==> src/sv/dhfk_pkg.sv <==
package dhfk_pkg;

    // cordic configuration
    localparam int CORDIC_STEPS = 24;
    localparam int STEP_W       = $clog2(CORDIC_STEPS);

    // fixed point constants
    localparam logic signed [31:0] ONE_Q30     = 32'sd1073741824;
    localparam logic signed [33:0] CORDIC_GAIN = 34'sd652032874;
    localparam logic signed [63:0] HALF_Q30    = 64'sd536870912;

    // control travelling alongside the operands of the multiply-accumulate unit
    typedef struct packed {
        logic       valid;
        logic       first;
        logic       last;
        logic [3:0] tag;
    } mac_ctl_t;

    // arctangent table, degrees * 100 * 65536
    function automatic logic signed [32:0] atan_val(input logic [STEP_W-1:0] i);
        logic signed [32:0] v;
        case (i)
            5'd0:    v = 33'sd294912000;
            5'd1:    v = 33'sd174096719;
            5'd2:    v = 33'sd91987925;
            5'd3:    v = 33'sd46694507;
            5'd4:    v = 33'sd23437865;
            5'd5:    v = 33'sd11730358;
            5'd6:    v = 33'sd5866610;
            5'd7:    v = 33'sd2933484;
            5'd8:    v = 33'sd1466765;
            5'd9:    v = 33'sd733385;
            5'd10:   v = 33'sd366693;
            5'd11:   v = 33'sd183346;
            5'd12:   v = 33'sd91673;
            5'd13:   v = 33'sd45837;
            5'd14:   v = 33'sd22919;
            5'd15:   v = 33'sd11459;
            5'd16:   v = 33'sd5730;
            5'd17:   v = 33'sd2865;
            5'd18:   v = 33'sd1432;
            5'd19:   v = 33'sd716;
            5'd20:   v = 33'sd358;
            5'd21:   v = 33'sd179;
            5'd22:   v = 33'sd90;
            5'd23:   v = 33'sd45;
            default: v = 33'sd0;
        endcase
        return v;
    endfunction

    // round a q60 sum back to q30: add half, floor shift
    function automatic logic signed [33:0] rnd30(input logic signed [63:0] v);
        logic signed [63:0] s;
        s = v + HALF_Q30;
        return s[63:30];
    endfunction

    // clamp to [-1.0, 1.0] in q30
    function automatic logic signed [31:0] clamp_q30(input logic signed [33:0] v);
        logic signed [31:0] r;
        if (v > 34'sd1073741824)
            r = ONE_Q30;
        else if (v < -34'sd1073741824)
            r = -ONE_Q30;
        else
            r = v[31:0];
        return r;
    endfunction

    // saturate to the signed 32-bit range
    function automatic logic signed [31:0] sat32(input logic signed [34:0] v);
        logic signed [31:0] r;
        if (v > 35'sd2147483647)
            r = 32'sh7fffffff;
        else if (v < -35'sd2147483648)
            r = 32'sh80000000;
        else
            r = v[31:0];
        return r;
    endfunction

endpackage

==> src/sv/dhfk_cordic.sv <==
module dhfk_cordic
    import dhfk_pkg::*;
(
    input  logic               clk,
    input  logic               rst_n,
    input  logic               start,
    input  logic signed [15:0] angle,
    output logic               done,
    output logic signed [31:0] sin_val,
    output logic signed [31:0] cos_val
);

    logic                    busy_reg;
    logic                    done_reg;
    logic [STEP_W-1:0]       cnt_reg;
    logic                    neg_reg;
    logic signed [33:0]      x_reg;
    logic signed [33:0]      y_reg;
    logic signed [32:0]      z_reg;
    logic signed [31:0]      sin_reg;
    logic signed [31:0]      cos_reg;

    logic signed [16:0]      ang_w;
    logic signed [16:0]      ang_f;
    logic                    neg_f;
    logic signed [32:0]      z_init;
    logic signed [33:0]      xs;
    logic signed [33:0]      ys;
    logic signed [33:0]      x_next;
    logic signed [33:0]      y_next;
    logic signed [32:0]      z_next;

    // wrap into half a turn, then fold into the right half plane
    always_comb
    begin
        ang_w = 17'(angle);
        if (ang_w > 17'sd18000)
            ang_w = ang_w - 17'sd36000;
        else if (ang_w < -17'sd18000)
            ang_w = ang_w + 17'sd36000;
        neg_f = 1'b0;
        ang_f = ang_w;
        if (ang_w > 17'sd9000)
        begin
            ang_f = ang_w - 17'sd18000;
            neg_f = 1'b1;
        end
        else if (ang_w < -17'sd9000)
        begin
            ang_f = ang_w + 17'sd18000;
            neg_f = 1'b1;
        end
        z_init = 33'(ang_f) <<< 16;
    end

    // one rotation step per cycle
    always_comb
    begin
        xs = x_reg >>> cnt_reg;
        ys = y_reg >>> cnt_reg;
        if (!z_reg[32])
        begin
            x_next = x_reg - ys;
            y_next = y_reg + xs;
            z_next = z_reg - atan_val(cnt_reg);
        end
        else
        begin
            x_next = x_reg + ys;
            y_next = y_reg - xs;
            z_next = z_reg + atan_val(cnt_reg);
        end
    end

    // iteration sequencer
    always_ff @(posedge clk or negedge rst_n)
    begin
        if (!rst_n)
        begin
            busy_reg <= 1'b0;
            done_reg <= 1'b0;
            cnt_reg  <= '0;
        end
        else
        begin
            done_reg <= 1'b0;
            if (!busy_reg && start)
            begin
                busy_reg <= 1'b1;
                cnt_reg  <= '0;
            end
            else if (busy_reg)
            begin
                if (cnt_reg == STEP_W'(CORDIC_STEPS - 1))
                begin
                    busy_reg <= 1'b0;
                    done_reg <= 1'b1;
                end
                cnt_reg <= cnt_reg + 1'b1;
            end
        end
    end

    // datapath registers
    always_ff @(posedge clk)
    begin
        if (!busy_reg && start)
        begin
            x_reg   <= CORDIC_GAIN;
            y_reg   <= '0;
            z_reg   <= z_init;
            neg_reg <= neg_f;
        end
        else if (busy_reg)
        begin
            x_reg <= x_next;
            y_reg <= y_next;
            z_reg <= z_next;
            if (cnt_reg == STEP_W'(CORDIC_STEPS - 1))
            begin
                cos_reg <= clamp_q30(neg_reg ? -x_next : x_next);
                sin_reg <= clamp_q30(neg_reg ? -y_next : y_next);
            end
        end
    end

    assign done    = done_reg;
    assign sin_val = sin_reg;
    assign cos_val = cos_reg;

endmodule

==> config.mk <==
export PLATFORM = sky130hd
export DESIGN_NAME = dhfk_cordic
export DESIGN_NICKNAME = d
export VERILOG_FILES = /design/src/sv/dhfk_pkg.sv /design/src/sv/dhfk_cordic.sv
export SDC_FILE = /design/constraint.sdc
export NUM_CORES = 1
export LEC_CHECK = 0
export BUFFER_PORTS_ARGS = -buffer_cell sky130_fd_sc_hd__buf_2
export CAP_MARGIN = 10
export CORE_UTILIZATION = 37
export CTS_CLUSTER_SIZE = 25
export DETAILED_ROUTE_END_ITERATION = 10
export PLACE_DENSITY = 0.58
export SETUP_SLACK_MARGIN = 0.3
export SLEW_MARGIN = 20
export SYNTH_ARGS = -nofsm -noshare
export SYNTH_HDL_FRONTEND = slang
export SYNTH_SLANG_ARGS = --single-unit
==> constraint.sdc <==
create_clock -name clk -period 15.3 [get_ports clk]
set_input_delay 2.295 -clock clk [delete_from_list [all_inputs] [get_ports clk]]
set_output_delay 2.295 -clock clk [all_outputs]
set_load 0.005 [all_outputs]
==> reports/qor.yml <==
status:
  outcome: "finished, final reports clean"
die:
  die_area_um2: 60700
  ios: 84
  die-width_um: 246
  core_region_area_um2: 59000
  die_h_um: 246
  start_util_pct: 37.4
  rows: 89
clocking:
  clock_latency_ps: 510
  clock-root-buffer: "clkbuf_16"
  cts_tree: "done"
  clockBufferDepth: 2
  cts_buffers: 17
  post_cts_resized: 0
  clkTransAtPathRegs_ps: 70
  htree_levels: 4
  post_cts_buffers: 0
  cts_hold_buffers: 0
  cts.sinks: 173
detailed_routing:
  first_iter_violations: 2470
  vias_per_cell: 6.38
  dr.pass1.iters: 6
  ant_nets: 0
  drc: 0
  num_vias: 22200
  wirelength_um: 81000
  drt-wirelength-per-cell_um: 23.3
logic_synthesis:
  ys_ff_latch: 173
  synthDistinctLibCells: 93
  postSynth.asyncResetShare_pct: 4.05
  synth_cells: 2739
  yosysSeqAreaShare_pct: 19.6
  syn_nets: 2884
  synth_flop_cell: "dfxtp_1"
  yosysWarnings: 0
  synth_area_um2: 22100
  syn_area_per_cell_um2: 8.07
  synth_edf_count: 82
grt:
  grt_usage_pct: 26.2
  grt_max_degree: 96
  grt_pass1_wl_um: 123000
  grt_antenna_before_repair: 2
  grt_pass1_vias: 20700
  grt_overflow: 0
job:
  drv_cap: 0
critical_path:
  crit_fanout: 53
  cpPeakStageDelay_ps: 1080
  critical_path_class: "reg2reg"
  critical_path_buf_inv_count: 2
  cpLargestDelayFamily: "simple AND/OR/NAND/NOR gates"
  cp-start-kind: "flop"
  crit_chain: "clkinv_1 -> mux4_2 -> a221o_1 -> nor4_1 -> nor3b_1 -> and3_1 -> nor2_1 -> xnor2_1 -> ha_1 -> and4_1 -> and3_1 -> a32oi_1 -> nand3b_1 -> xnor2_1 -> nand4_1 -> nor3_1 -> nand3_1 -> or3_1 -> o32a_1 -> a2111oi_0 -> a221oi_4 -> buf_4 -> nor2_1"
  worst_ep_required_time_ps: 15650
  crit_path_end_kind: "flop"
  slowest_stage: "clkinv_1"
  critPathArrivalTime_ps: 11210
cells_and_area:
  drive_above_1_share_pct: 12.2
  area_delta_synth_final_pct: 7.20
  nNetsFinal: 2841
  register_area_um2: 4330
  fill_cells: 5989
  n_antenna_cell: 0
  multi_input_comb_area_um2: 16800
sta:
  clock-skew-final_ps: 15.0
  rsz0062_at_grt: "false"
  max_clock_freq_mhz: 92.1
  slew_headroom_pct: 19.5
  finalHoldViolCount: 0
  finalSetupViolCount: 0
  slew_violations: 0
  fin_crit_sh_pct: 71.0
  fin_setup_tns_ps: 0
  period_minus_slack_ps: 10860
  worst_pin_slew_ps: 1200
place:
  gp_congestion: 0.992
  port_buffers: 83
  dpl.hpwl_um: 60300
hold_path:
  hp-class: "reg2reg"
## path summary, 6_finish.rpt
check	slack, ps	end	depth (start not counted)	startpoint
min in group asynchronous	1630	done$_DFF_PN0_	1	rst_n
max	4440	cos_val[11]$_SDFFCE_PP0P_	23	cnt_reg[1]$_DFFE_PN0P_
min reg2reg	470	z_reg[5]$_SDFFE_PP0P_	2	z_reg[5]$_SDFFE_PP0P_
max in group asynchronous	13450	cnt_reg[2]$_DFFE_PN0P_	1	rst_n
min	470	z_reg[5]$_SDFFE_PP0P_	2	z_reg[5]$_SDFFE_PP0P_
max reg2reg	4440	cos_val[11]$_SDFFCE_PP0P_	23	cnt_reg[1]$_DFFE_PN0P_
## synth_stat cells (63+ instances only)
cell type | n | area [um^2]
o21ai_0 | 176 | 881
xor2_1 | 107 | 937
a21oi_1 | 202 | 1010
inv_1 | 65 | 244
xnor2_1 | 140 | 1230
edfxtp_1 | 82 | 2460
ha_1 | 123 | 1540
o22ai_1 | 63 | 394
nor2_1 | 214 | 803
mux4_2 | 75 | 1690
dfxtp_1 | 84 | 1680
nand2_1 | 279 | 1050
clkbuf_1 | 125 | 469
## metrics by stage
step	cell area (um^2)	worst slack (ps)	cells	hold WS, ps	utilization (%)
2_1_floorplan	22100	7370	2739	432	-
3_3_place_gp	23000	5260	3449	442	39.0
3_5_place_dp	23000	4910	3449	453	39.0
4_1_cts	23700	4840	3481	470	40.1
5_1_grt	23700	3620	3482	495	40.1
6_report	23700	4440	3482	467	40.1
## cells by family after synthesis
kind of cell	synth area share [%]
AO/OA/AOI/OAI	26.8
multiplexers	12.2
flip-flops	19.6
buffers and inverters	4.47
XOR/XNOR	9.79
AND/OR/NAND/NOR	19.9
adder cells (fa/ha/maj)	7.24
## layout by cell type, fill, tap and decap left out, types with 42 or more instances in the layout
master and instances:
o22ai_1 63, xor2_1 107, edfxtp_1 82, nand2b_1 54, dfxtp_1 84, and3_1 42
a21o_1 47, xnor2_1 140, nand3_1 58, a31oi_1 42, mux2_2 44, o21ai_0 176
mux2i_1 50, mux4_2 75, nor2_1 211, buf_2 83, inv_1 63, nand2_1 279
nor3_1 49, a21oi_1 202, ha_1 123
## worst min-delay path: cells and delay by family, from the launching register on
kind	cells	cell delay, ps
AO/OA/AOI/OAI	1	50
flip-flops	1	340
AND/OR/NAND/NOR	1	50
## per-layer routing
| layer | GRT usage (%) | wire (um) |
|---|---|---|
| met1 | 36.3 | 36500 |
| met2 | 41.4 | 36800 |
| met3 | 4.43 | 5580 |
| met4 | 7.86 | 2090 |
| met5 | 0 | 10 |
## area by class of cell
type                            count  share of cell area, %
Inverter                           69                   1.09
Clock inverter                     13                  0.750
Multi-Input combinational cell   2321                   71.0
Sequential cell                   173                   18.3
Tap cell                          773                   4.08
Timing Repair Buffer              114                   2.82
Clock buffer                       19                   1.91
Power is not shown: default switching activity piles up to over one toggle a cycle in this logic, so the estimate is an artifact.
