<file path="src/sv/dhfk_pkg.sv">
package dhfk_pkg;

    // cordic configuration
    localparam int CORDIC_STEPS = 24;
    localparam int STEP_W       = $clog2(CORDIC_STEPS);

    // fixed point constants
    localparam logic signed [31:0] ONE_Q30     = 32'sd1073741824;
    localparam logic signed [33:0] CORDIC_GAIN = 34'sd652032874;
    localparam logic signed [63:0] HALF_Q30    = 64'sd536870912;

    // control travelling alongside the operands of the multiply-accumulate unit
    typedef struct packed {
        logic       valid;
        logic       first;
        logic       last;
        logic [3:0] tag;
    } mac_ctl_t;

    // arctangent table, degrees * 100 * 65536
    function automatic logic signed [32:0] atan_val(input logic [STEP_W-1:0] i);
        logic signed [32:0] v;
        case (i)
            5'd0:    v = 33'sd294912000;
            5'd1:    v = 33'sd174096719;
            5'd2:    v = 33'sd91987925;
            5'd3:    v = 33'sd46694507;
            5'd4:    v = 33'sd23437865;
            5'd5:    v = 33'sd11730358;
            5'd6:    v = 33'sd5866610;
            5'd7:    v = 33'sd2933484;
            5'd8:    v = 33'sd1466765;
            5'd9:    v = 33'sd733385;
            5'd10:   v = 33'sd366693;
            5'd11:   v = 33'sd183346;
            5'd12:   v = 33'sd91673;
            5'd13:   v = 33'sd45837;
            5'd14:   v = 33'sd22919;
            5'd15:   v = 33'sd11459;
            5'd16:   v = 33'sd5730;
            5'd17:   v = 33'sd2865;
            5'd18:   v = 33'sd1432;
            5'd19:   v = 33'sd716;
            5'd20:   v = 33'sd358;
            5'd21:   v = 33'sd179;
            5'd22:   v = 33'sd90;
            5'd23:   v = 33'sd45;
            default: v = 33'sd0;
        endcase
        return v;
    endfunction

    // round a q60 sum back to q30: add half, floor shift
    function automatic logic signed [33:0] rnd30(input logic signed [63:0] v);
        logic signed [63:0] s;
        s = v + HALF_Q30;
        return s[63:30];
    endfunction

    // clamp to [-1.0, 1.0] in q30
    function automatic logic signed [31:0] clamp_q30(input logic signed [33:0] v);
        logic signed [31:0] r;
        if (v > 34'sd1073741824)
            r = ONE_Q30;
        else if (v < -34'sd1073741824)
            r = -ONE_Q30;
        else
            r = v[31:0];
        return r;
    endfunction

    // saturate to the signed 32-bit range
    function automatic logic signed [31:0] sat32(input logic signed [34:0] v);
        logic signed [31:0] r;
        if (v > 35'sd2147483647)
            r = 32'sh7fffffff;
        else if (v < -35'sd2147483648)
            r = 32'sh80000000;
        else
            r = v[31:0];
        return r;
    endfunction

endpackage

</file>
<file path="src/sv/dhfk_mac.sv">
module dhfk_mac
    import dhfk_pkg::*;
(
    input  logic               clk,
    input  logic               rst_n,
    input  mac_ctl_t           ctl,
    input  logic signed [31:0] op_a,
    input  logic signed [31:0] op_b,
    output mac_ctl_t           res_ctl,
    output logic signed [63:0] acc
);

    mac_ctl_t           ctl1_reg;
    mac_ctl_t           res_reg;
    logic signed [63:0] prod_reg;
    logic signed [63:0] acc_reg;

    // control pipeline, result flagged on the last term of a sum
    always_ff @(posedge clk or negedge rst_n)
    begin
        if (!rst_n)
        begin
            ctl1_reg <= '0;
            res_reg  <= '0;
        end
        else
        begin
            ctl1_reg      <= ctl;
            res_reg.valid <= ctl1_reg.valid && ctl1_reg.last;
            res_reg.first <= ctl1_reg.first;
            res_reg.last  <= ctl1_reg.last;
            res_reg.tag   <= ctl1_reg.tag;
        end
    end

    // multiply stage then accumulate stage
    always_ff @(posedge clk)
    begin
        prod_reg <= op_a * op_b;
        if (ctl1_reg.valid)
        begin
            if (ctl1_reg.first)
                acc_reg <= prod_reg;
            else
                acc_reg <= acc_reg + prod_reg;
        end
    end

    assign res_ctl = res_reg;
    assign acc     = acc_reg;

endmodule

</file>
<file path="config.mk">
export PLATFORM = sky130hd
export DESIGN_NAME = dhfk_mac
export DESIGN_NICKNAME = d
export VERILOG_FILES = /design/src/sv/dhfk_pkg.sv /design/src/sv/dhfk_mac.sv
export SDC_FILE = /design/constraint.sdc
export NUM_CORES = 2
export LEC_CHECK = 0
export BUFFER_PORTS_ARGS = -buffer_cell sky130_fd_sc_hd__buf_4
export CORE_MARGIN = 1.5
export CORE_UTILIZATION = 43
export CTS_BUF_LIST = sky130_fd_sc_hd__clkbuf_4 sky130_fd_sc_hd__clkbuf_8
export CTS_CLUSTER_DIAMETER = 50
export DETAILED_ROUTE_END_ITERATION = 7
export GPL_TIMING_DRIVEN = 0
export MAX_ROUTING_LAYER = met4
export PLACE_DENSITY = 0.61
export SYNTH_ARGS = -nofsm -noshare
export SYNTH_HDL_FRONTEND = slang
export SYNTH_SLANG_ARGS = --single-unit
export TNS_END_PERCENT = 30
</file>
<file path="constraint.sdc">
create_clock -name clk -period 2.8 [get_ports clk]
set_input_delay 0.28 -clock clk [delete_from_list [all_inputs] [get_ports clk]]
set_output_delay 0.28 -clock clk [all_outputs]
set_load 0.02 [all_outputs]
</file>
==> results <==
- The highest-delay cell along the critical path is sky130_fd_sc_hd__fa_1.
- The number of top-level pins is 144.
- Before antenna repair, the detailed router went through 5 iterations.
- After floorplanning, the core was sized to cover 102000 um2.
- The worst pin sits at a relative slew slack of 0.372.
- The deepest clock path buffer count is 2.
- Setup violations remaining at the end of the flow were counted as 89.
- The required time at the endpoint of the critical path is 3.16 ns.
- The number of remaining DRC errors is 0.
- STA classifies the critical path startpoint as a primary input.
- The number of hold violations in the final report is 0.
- Counting instances, the worst hold path has a depth of 2.
- The type of destination of the critical path is a register.
- The TritonCTS sink count is 142.
- The count of buffers inserted at the top-level ports is 143.
- The run finished, with violations left.
- The commonest non-fill, non-tap cell in the layout is sky130_fd_sc_hd__fa_1.
- The post-synthesis adder-cell area fraction is 0.557.
- The sum of negative setup slack is -205.09 ns.
- In the layout the commonest cells are 1017 x sky130_fd_sc_hd__fa_1, 953 x sky130_fd_sc_hd__inv_1, 623 x sky130_fd_sc_hd__nand2_1.
- The portion of synthesized area spent on multiplexers is 0.00214.
- The number of nets in the finished design is 6413.
- The die outline area is 105000 um2.
- For this run, the share of the core covered by cells in the final layout is 0.510.
- Clock-pin slew was measured on the worst setup and hold paths at 0.09 ns.
- The min-delay analysis places its worst path in the category in -> reg.
- The TritonCTS buffer count is 17.
- For this block, the routed nets add up to 162000 um of wire.
- For this configuration, the core starts out at a cell density of 0.435.
- By instance count, the cell type seen most on the critical path is sky130_fd_sc_hd__fa_1.
- Summed over all instances, the cell type with the most area after synthesis is sky130_fd_sc_hd__fa_1.
- The clock tree synthesis step divided the H-tree into 4 levels.
- Of the available clock period, the critical path in the final layout requires 2.54.
- Of the total synthesized cell area, the portion taken by XOR and XNOR cells is 0.0223.
- The clock latency on the worst-skew pair is 0.50 ns.
- Synthesis produced a netlist whose cell count is 4733.
- The setup slack of the critical path after layout is -4.31 ns.
- Among cell families on the critical path, the largest total delay comes from adder cells.
- At the pin with the least slew margin, the transition time is 0.942 ns.
- TritonCTS built the clock tree.
- Global routing finished with a remaining overflow of 0.
- The worst setup path is of the in -> reg kind.
- The area growth from synthesis to layout is 17.3%.
- Counting both buffers and inverters, the worst setup path holds a total of 7.
- The average size of a mapped cell is approximately 9.4 um2.
- The total routing resource utilization after global routing is 0.320.
- The depth of the worst register-to-register path is 12.
- After the first detailed-routing iteration, the DRC count stood at approximately 3000.
- The layout has 9583 filler cells.
- After synthesis, the largest family of logic cells by area is adder cells.
- The final period demand of the worst path is slightly above 7 ns.
- The maximum cell stage delay along the critical path is 0.61 ns.
- The clock tree skew after final layout is 0.0261 ns.
- The number of enable flip-flop cells after synthesis is 64.
- The share of async-settable or async-resettable flops after synthesis is 0.0986.
- The count of final max-slew check failures came to 0.
- Of the total synthesized cell area, the portion taken by AND, OR, NAND and NOR gates is 0.159.
- The maximum clock rate is between 100 and 150 MHz.
- In this run the horizontal extent of the chip is 325 um.
- The synthesized netlist net count is between 6000 and 7000.
- The via count of the first global-routing pass is ~36000.
- After detailed routing, the number of vias per cell comes to between 5 and 6.
- The number of antenna violations at the first check in global routing is 13.
- The weighted congestion reported at the end of routability-driven placement is 1.03.
- The critical path arrival is 7.47 ns.
- For this run, the number of Yosys warnings is 0.
- The instance count on the critical path is 25.
- Max-cap violations in this run came to 0.
- The number of distinct library cell variants in the gate-level netlist after synthesis is 97.
- The average detailed-routed wire length per instance is 25.3 um.
- The share of post-route cells with drive strength above 1 is 0.164.
- The final reports fail on negative setup slack.
- The total number of placement rows is around 120.
- Once detail routing completed, the nets flagged for antenna violations numbered 0.
- The area of the mapped netlist is 44500 um2.
- Of the synthesized area, sequential elements account for 0.0799.
- The root cell of the clock tree is sky130_fd_sc_hd__clkbuf_8.
- The critical-path maximum fanout is 5.
- The first global-routing pass estimated between 200000 and 250000 um of wire.
- The synthesized-area fraction occupied by ao, oa, aoi and oai cells is 0.0749.
- Summed over all nets, the half-perimeter wirelength after detailed placement is between 100000 and 150000 um.
- The die is between 300 and 400 um tall.
- The count of vias placed by the detailed router is 34600.
- The fraction of synthesized cell area taken by the top area cell type is 0.488.
- The leading register cell type out of synthesis is sky130_fd_sc_hd__edfxtp_1.
- The pin count of the biggest net entering global routing is 58.
- Setup repair after global routing could not meet its margin everywhere.
- Synthesis inferred between 100 and 150 register bits.
- By area the synthesized netlist is led by sky130_fd_sc_hd__fa_1 49%, sky130_fd_sc_hd__inv_1 8.3%, sky130_fd_sc_hd__and2_1 7.3%.
==> path summary, 6_finish.rpt <==
check | endpoint | from | slack (ns)
max in group asynchronous | ctl1_reg[6]$_DFF_PN0_ | rst_n | 2.43
min in group asynchronous | res_ctl[5]$_DFF_PN0_ | rst_n | 0.19
min | prod_reg[0]$_DFF_P_ | op_b[0] | 0.16
max | prod_reg[57]$_DFF_P_ | op_a[31] | -4.31
max reg2reg | acc[56]$_DFFE_PP_ | acc[0]$_DFFE_PP_ | -0.58
min reg2reg | res_ctl[3]$_DFF_PN0_ | ctl1_reg[3]$_DFF_PN0_ | 0.35
==> Yosys cell counts (30+ instances only) <==
| library cell | count |
|---|---|
| sky130_fd_sc_hd__xnor2_1 | 67 |
| sky130_fd_sc_hd__a21oi_1 | 129 |
| sky130_fd_sc_hd__and2_1 | 518 |
| sky130_fd_sc_hd__o21ai_0 | 97 |
| sky130_fd_sc_hd__nand2_1 | 636 |
| sky130_fd_sc_hd__fa_1 | 1083 |
| sky130_fd_sc_hd__xor2_1 | 46 |
| sky130_fd_sc_hd__clkbuf_1 | 213 |
| sky130_fd_sc_hd__ha_1 | 247 |
| sky130_fd_sc_hd__inv_1 | 984 |
| sky130_fd_sc_hd__dfxtp_1 | 64 |
| sky130_fd_sc_hd__nor2_1 | 111 |
| sky130_fd_sc_hd__nand3_1 | 30 |
| sky130_fd_sc_hd__edfxtp_1 | 64 |
| sky130_fd_sc_hd__a21o_1 | 69 |
==> layer usage <==
metal  wire [um]  part of all wire  up-vias  track usage
met5           0                 0        -            -
met2       71300              0.44     1745        0.478
li1            -                 -    14800            -
met4        8280             0.051        0        0.126
met3       18600              0.12      349       0.0973
met1       63600              0.39    17600        0.406
==> final cells by class <==
| type | count | area [um2] | area share |
|---|---|---|---|
| clock buffers | 17 | 234 | 0.00449 |
| well taps | 1368 | 1710 | 0.0328 |
| diodes | 14 | 35.0 | 0.000672 |
| repair buffers | 265 | 2330 | 0.0446 |
| inverters | 986 | 3740 | 0.0717 |
| clock inverters | 15 | 176 | 0.00338 |
| flip-flops and latches | 142 | 3560 | 0.0682 |
| multi-input cells | 3369 | 37600 | 0.721 |
| plain buffers | 229 | 2790 | 0.0535 |
==> repair_timing <==
item	CTS	global route
buffers inserted	53	58
endpoints found under the hold margin	21	0
gates cloned	3	1
setup endpoints to repair	103	113
resized for setup	557	251
hold buffers	8	0
pin swaps	111	110
==> through the flow <==
stage                     setup slack (ns)  cell area, um2  std cells  hold WS [ns]
final                                -4.31           52200       6405         0.157
after global routing                 -4.43           52200       6402         0.131
after CTS                            -4.26           50900       6336         0.113
after detailed placement             -6.03           47800       6245         0.133
after global placement               -6.01           47800       6244         0.130
after floorplan                      -4.23           45000       4733       -0.0156
==> cell families after synthesis <==
| kind of cell | after synthesis |
|---|---|
| DFF | 142 |
| xor gates and xnor gates | 113 |
| buffers and inverters | 1222 |
| and+or+nand+nor | 1426 |
| adders and majority gates | 1330 |
| muxes | 9 |
| AOI/OAI and AO/OA | 491 |
Power is not shown: default switching activity piles up to over one toggle a cycle in this logic, so the estimate is an artifact.
